### src/rtl/sws_pkg.sv
`default_nettype none
// ----------------------------------------------------------------------------
// sws_pkg: shared types and constants for the stack with sorted insert
// Command and status codes, the data width, and the control bundle that the
// top level broadcasts to every cell of the list.
// ----------------------------------------------------------------------------
package sws_pkg;

   localparam int DEPTH_DEFAULT = 16;
   localparam int DATA_WIDTH    = 32;
   localparam int COUNT_WIDTH   = 5;

   typedef enum logic [1:0] {
      CMD_PUSH   = 2'd0,
      CMD_POP    = 2'd1,
      CMD_INSERT = 2'd2,
      CMD_CLEAR  = 2'd3
   } command_type;

   typedef enum logic [1:0] {
      ST_DONE  = 2'd0,
      ST_EMPTY = 2'd1,
      ST_FULL  = 2'd2
   } status_type;

   // Broadcast to every cell. insert covers both push and ordered insert;
   // front marks a push, which always opens the slot at the head.
   typedef struct packed {
      logic insert;
      logic front;
      logic pop;
      logic clear;
   } cell_ctrl_type;

endpackage : sws_pkg
`default_nettype wire

### src/rtl/sws_cell.sv
`default_nettype none
// ----------------------------------------------------------------------------
// sws_cell: one slot of the ordered list
// Holds one value and its valid bit. On insert it either keeps its value,
// takes the new value, or takes its left neighbour's value; on pop it takes
// its right neighbour's value; on clear it drops its valid bit.
// ----------------------------------------------------------------------------
module sws_cell #(
   parameter bit HEAD = 1'b0
) (
   input  wire                                 clock,
   input  wire                                 reset,
   input  sws_pkg::cell_ctrl_type              ctrl,
   input  wire signed [sws_pkg::DATA_WIDTH-1:0] value,
   input  wire signed [sws_pkg::DATA_WIDTH-1:0] left_entry,
   input  wire                                 left_valid,
   input  wire                                 shift_in,
   input  wire signed [sws_pkg::DATA_WIDTH-1:0] right_entry,
   input  wire                                 right_valid,
   output logic signed [sws_pkg::DATA_WIDTH-1:0] entry_out,
   output logic                                valid_out,
   output logic                                shift_out
);

   logic signed [sws_pkg::DATA_WIDTH-1:0] entry_ff, entry_in;
   logic                                  valid_ff, valid_in;
   logic                                  cmp;
   logic                                  here;
   logic                                  take;

   // At the head the new value goes only before a greater value (or on a push);
   // later slots go before a value that is not less than the new one.
   always_comb begin
      if (HEAD) begin
         cmp = ctrl.front | (entry_ff > value);
      end else begin
         cmp = (entry_ff >= value);
      end
      // An empty slot right after the last stored value is the end position.
      here      = valid_ff ? cmp : left_valid;
      take      = ~shift_in & here;
      shift_out = shift_in | take;
   end

   always_comb begin
      entry_in = entry_ff;
      valid_in = valid_ff;
      if (ctrl.clear) begin
         valid_in = 1'b0;
      end else if (ctrl.insert) begin
         if (shift_in) begin
            entry_in = left_entry;
            valid_in = left_valid;
         end else if (take) begin
            entry_in = value;
            valid_in = 1'b1;
         end
      end else if (ctrl.pop) begin
         entry_in = right_entry;
         valid_in = right_valid;
      end
   end

   always_ff @(posedge clock) begin
      if (reset) begin
         valid_ff <= 1'b0;
      end else begin
         valid_ff <= valid_in;
      end
   end

   always_ff @(posedge clock) begin
      entry_ff <= entry_in;
   end

   assign entry_out = entry_ff;
   assign valid_out = valid_ff;

endmodule : sws_cell
`default_nettype wire

### src/rtl/stack_with_sorted_insert_top.sv
`default_nettype none
// ----------------------------------------------------------------------------
// stack_with_sorted_insert_top: bounded list with push, pop and ordered insert
// A row of DEPTH cells holds the list, head at cell 0. Every request is
// handled by all cells at once and returns one response.
// ----------------------------------------------------------------------------
//  Channel   Ports                                    Handshake
//  request   req_command, req_value                   start high while busy low
//  response  rsp_status, rsp_popped_value, rsp_count  rsp_strobe, one cycle
//
// One request is taken in every cycle; busy is always low. The response
// appears in the cycle after the request and is held for that one cycle.
// The insertion point ripples through the cell row as a one-bit chain, which
// sets the clock period for large DEPTH. Reset empties the list at once.
// The receiver cannot stall the response.
// ----------------------------------------------------------------------------
module stack_with_sorted_insert_top #(
   parameter int DEPTH = sws_pkg::DEPTH_DEFAULT
) (
   input  wire                                    clock,
   input  wire                                    reset,
   input  wire                                    start,
   output logic                                   busy,
   input  wire  [1:0]                             req_command,
   input  wire  signed [sws_pkg::DATA_WIDTH-1:0]  req_value,
   output logic                                   rsp_strobe,
   output logic [1:0]                             rsp_status,
   output logic signed [sws_pkg::DATA_WIDTH-1:0]  rsp_popped_value,
   output logic [sws_pkg::COUNT_WIDTH-1:0]        rsp_count
);

   localparam int CW = $clog2(DEPTH + 1);

   logic signed [sws_pkg::DATA_WIDTH-1:0] entry [DEPTH];
   logic                                  valid [DEPTH];
   logic                                  shift [DEPTH];

   sws_pkg::cell_ctrl_type                ctrl;
   sws_pkg::status_type                   status;
   logic                                  accept;
   logic                                  full;
   logic                                  empty;
   logic [CW-1:0]                         count_ff, count_in;
   logic                                  strobe_ff, strobe_in;
   logic [1:0]                            status_ff, status_in;
   logic signed [sws_pkg::DATA_WIDTH-1:0] popped_ff, popped_in;

   assign busy   = 1'b0;
   assign accept = start & ~busy;
   assign full   = (count_ff == CW'(DEPTH));
   assign empty  = (count_ff == '0);

   always_comb begin
      ctrl      = '0;
      status    = sws_pkg::ST_DONE;
      count_in  = count_ff;
      popped_in = '0;
      if (accept) begin
         case (sws_pkg::command_type'(req_command))
            sws_pkg::CMD_PUSH, sws_pkg::CMD_INSERT: begin
               if (full) begin
                  status = sws_pkg::ST_FULL;
               end else begin
                  ctrl.insert = 1'b1;
                  ctrl.front  = (req_command == sws_pkg::CMD_PUSH);
                  count_in    = count_ff + CW'(1);
               end
            end
            sws_pkg::CMD_POP: begin
               if (empty) begin
                  status = sws_pkg::ST_EMPTY;
               end else begin
                  ctrl.pop  = 1'b1;
                  popped_in = entry[0];
                  count_in  = count_ff - CW'(1);
               end
            end
            sws_pkg::CMD_CLEAR: begin
               ctrl.clear = 1'b1;
               count_in   = '0;
            end
            default: begin
               status = sws_pkg::ST_DONE;
            end
         endcase
      end
      strobe_in = accept;
      status_in = status;
   end

   genvar i;
   generate
      for (i = 0; i < DEPTH; i++) begin : g_cell
         logic signed [sws_pkg::DATA_WIDTH-1:0] left_entry;
         logic                                  left_valid;
         logic                                  shift_in;
         logic signed [sws_pkg::DATA_WIDTH-1:0] right_entry;
         logic                                  right_valid;

         if (i == 0) begin : g_head
            assign left_entry = req_value;
            assign left_valid = 1'b1;
            assign shift_in   = 1'b0;
         end else begin : g_body
            assign left_entry = entry[i-1];
            assign left_valid = valid[i-1];
            assign shift_in   = shift[i-1];
         end

         if (i == DEPTH - 1) begin : g_tail
            assign right_entry = '0;
            assign right_valid = 1'b0;
         end else begin : g_inner
            assign right_entry = entry[i+1];
            assign right_valid = valid[i+1];
         end

         sws_cell #(
            .HEAD (i == 0)
         ) u_cell (
            .clock       (clock),
            .reset       (reset),
            .ctrl        (ctrl),
            .value       (req_value),
            .left_entry  (left_entry),
            .left_valid  (left_valid),
            .shift_in    (shift_in),
            .right_entry (right_entry),
            .right_valid (right_valid),
            .entry_out   (entry[i]),
            .valid_out   (valid[i]),
            .shift_out   (shift[i])
         );
      end
   endgenerate

   always_ff @(posedge clock) begin
      if (reset) begin
         count_ff  <= '0;
         strobe_ff <= 1'b0;
      end else begin
         count_ff  <= count_in;
         strobe_ff <= strobe_in;
      end
   end

   always_ff @(posedge clock) begin
      status_ff <= status_in;
      popped_ff <= popped_in;
   end

   assign rsp_strobe       = strobe_ff;
   assign rsp_status       = status_ff;
   assign rsp_popped_value = popped_ff;
   assign rsp_count        = sws_pkg::COUNT_WIDTH'(count_ff);

endmodule : stack_with_sorted_insert_top
`default_nettype wire
### config.mk
export PLATFORM = sky130hd
export DESIGN_NAME = stack_with_sorted_insert_top
export DESIGN_NICKNAME = d
export VERILOG_FILES = /design/src/rtl/sws_pkg.sv /design/src/rtl/sws_cell.sv /design/src/rtl/stack_with_sorted_insert_top.sv
export SDC_FILE = /design/constraint.sdc
export NUM_CORES = 2
export LEC_CHECK = 0
export BUFFER_PORTS_ARGS = -buffer_cell sky130_fd_sc_hd__buf_2
export CAP_MARGIN = 40
export CORE_MARGIN = 1.5
export CORE_UTILIZATION = 64
export DETAILED_ROUTE_END_ITERATION = 10
export HOLD_SLACK_MARGIN = 0.08
export PLACE_DENSITY = 0.82
export SKIP_CTS_REPAIR_TIMING = 1
export SYNTH_ARGS = -nofsm -noshare
export SYNTH_HDL_FRONTEND = slang
export SYNTH_SLANG_ARGS = --single-unit
export TNS_END_PERCENT = 1
### constraint.sdc
create_clock -name clock -period 9 [get_ports clock]
set_input_delay 2.25 -clock clock [delete_from_list [all_inputs] [get_ports clock]]
set_output_delay 2.25 -clock clock [all_outputs]
set_load 0.03 [all_outputs]
==> impl_metrics.tcl <==
set metrics [dict create \
    max-cap-violations 0 \
    drc_errors 0 \
    synth_cell_types 79 \
    start_util_pct 64.8 \
    slew_headroom_pct 23.0 \
    yosysWarnings 0 \
    clkTransAtPathRegs_ps 60 \
    first_pass_iters 6 \
    globalplace.congestion 1.01 \
    skew_ps 24.8 \
    vias 33800 \
    cts_buffer_depth 3 \
    overflow 0 \
    critPathBufInv 5 \
    synth.area.top_cells "edfxtp_1 (39%), ha_1 (16%), mux2i_1 (8.3%)" \
    synth-main-ff-cell "edfxtp_1" \
    yosysMostFrequentCell "nand2_1" \
    tritoncts "yes" \
    p_leak_nw 17.9 \
    wire_per_inst_um 25.5 \
    cpMostUsedCell "buf_4" \
    power.density_mw_per_mm2 171 \
    slew_viol_final 0 \
    path_class "in2reg" \
    cp_slowest_cell "nor4_1" \
    syn_area_sq_mm 0.0392 \
    critPathArrivalTime_ps 7510 \
    h-tree-depth 2 \
    worst_pin_slew_ps 1140 \
    hold_viol_final 0 \
    vias_per_cell 6.93 \
    syn_inst 4054 \
    synth-edff-count 512 \
    power_w 0.00725 \
    final_layout_size_suffix_gt1_share_pct 7.10 \
    clock-root-buffer "clkbuf_16" \
    critPathTopFamily "buffers and inverters" \
    initialDrtViolationCount 4327 \
    seq_area_frac_synth_pct 42.1 \
    ys_ff_latch 568 \
    dp_hpwl_mm 91.7 \
    outcome "completed" \
    synthTopCellsByCount "nand2_1 (732), ha_1 (515), edfxtp_1 (512)" \
    grt_max_degree 237 \
    period_needed_ps 7160 \
    die_x_um 251 \
    grt_pass1_vias 32200 \
    dp_cells 4770 \
    path_cells "buf_2 -> inv_1 -> ha_1 -> nand4_1 -> nor2_1 -> nor4_1 -> o211ai_1 -> o32ai_4 -> o2111ai_4 -> nor4_4 -> buf_4 -> nand2_1 -> a211o_2 -> buf_4 -> o21a_1 -> buf_4" \
    worstSkewPairLatency_ps 660 \
    die_area_sq_mm 0.0628 \
    ant_nets 0 \
    core-area_sq_mm 0.0605 \
    io_pins 78 \
    syn_nets 4607 \
    period_share_pct 79.6 \
    yosysTopAreaCell "edfxtp_1" \
    numCtsBuffers 60 \
    grt_first_pass_wirelength_mm 188 \
    synth_area_per_cell_sq_um 9.67 \
    irDropWorstVdd_mv 0.168 \
    finalSetupViolCount 0 \
    required_ps 9340 \
    area_delta_synth_final_pct 8.31 \
    fp-row-count 90 \
    slowest_delay_ps 710 \
    antenna_found_initial 1 \
    start_kind "input pin" \
    final_nets 4603 \
    rsz0062_at_grt "no" \
    synth_top_area_share_pct 39.2 \
    min_path_type "reg2reg" \
    fin_tns_setup_ps 0 \
    routed_wl_mm 124 \
    cp-end-kind "flip-flop" \
    critPathMaxFanout 33 \
    io_buffers 76 \
    numClockSinks 568 \
    finalNonFillerCells 4886 \
    die_h_um 251 \
    timing.fmax_mhz 140 \
    async_flop_share_pct 0 \
    grt_use_total_pct 39.0 \
]
-- layer usage --
layer | part of all wire (%) | global-route usage (%) | vias to the layer above
li1 | - | - | 15100
met4 | 6.8 | 23.1 | 2
met2 | 45 | 61.6 | 2260
met1 | 37 | 50.6 | 16000
met5 | 0.010 | 0 | -
met3 | 11 | 6.82 | 495
-- layout make-up --
| class | instances | area, sq um |
|---|---|---|
| clock buffer | 84 | 1670 |
| sequential | 568 | 16500 |
| inverter | 74 | 278 |
| antenna | 3 | 7.51 |
| timing repair buffer | 163 | 1110 |
| multi-input combinational | 3183 | 21700 |
| clock inverter | 29 | 245 |
| fill | 4461 | 18000 |
| tap | 782 | 978 |
-- placed cells by master (no fill, tap or decap), types with 81 or more instances in the layout --
| cell type | synthesis | routed |
|---|---|---|
| nand2_1 | 732 | 732 |
| edfxtp_1 | 512 | 512 |
| nor2_1 | 217 | 216 |
| ha_1 | 515 | 515 |
| o21ai_0 | 271 | 265 |
| o21ai_1 | 199 | 196 |
| mux2i_1 | 326 | 326 |
| a21oi_1 | 271 | 269 |
| nand4_1 | 89 | 89 |
| nand3_1 | 91 | 88 |
| buf_4 | 14 | 81 |
-- kinds of logic (layout without fill, tap and decap cells) --
kind of cell	Yosys count	count (layout)	synth area share (%)
other	1	4	0.00957
AOI/OAI and AO/OA	1039	1039	15.4
DFF	568	568	42.1
buffers and inverters	303	350	3.12
adders and majority gates	516	516	16.5
xor gates and xnor gates	2	2	0.0447
and+or+nand+nor	1298	1298	14.5
muxes	327	327	8.35
-- state kept, by name, indices dropped and copies added, names as in the netlist --
| signal | count |
|---|---|
| rsp_status | 2 |
| g_cell.u_cell.valid_out | 16 |
| g_cell.u_cell.entry_out | 512 |
| rsp_popped_value | 32 |
| rsp_count | 5 |
| rsp_strobe | 1 |
-- final timing paths --
path,startpoint,slack [ps],end,cells past startpoint
worst max-delay path,req_value[31],1840,g_cell[14].u_cell.entry_out[5],16
worst min-delay path,g_cell[0].u_cell.entry_out[18],520,rsp_popped_value[18],1
worst max register to register,g_cell[0].u_cell.entry_out[31],3830,g_cell[14].u_cell.entry_out[5],14
worst min register to register,g_cell[0].u_cell.entry_out[18],520,rsp_popped_value[18],1
-- report_power, final --
group          switching (W)  internal [W]  leakage (nW)  total [W]
logic               0.000895      0.000488          11.6    0.00138
clock network        0.00110       0.00140         0.948    0.00250
registers           0.000215       0.00315          5.32    0.00337
total                0.00221       0.00505          17.9    0.00725
-- metrics by stage --
| stage | util, % | hold WS, ps | cell area (sq um) | setup WS [ps] |
|---|---|---|---|---|
| after floorplan | - | 466 | 39200 | 1250 |
| after global routing | 70.2 | 548 | 42500 | 1690 |
| after global placement | 66.9 | 500 | 40500 | 1480 |
| after CTS | 70.2 | 517 | 42500 | 2050 |
| after detailed placement | 67.0 | 494 | 40500 | 1430 |
| final | 70.2 | 520 | 42500 | 1840 |
(Power assumes the default switching activity.)
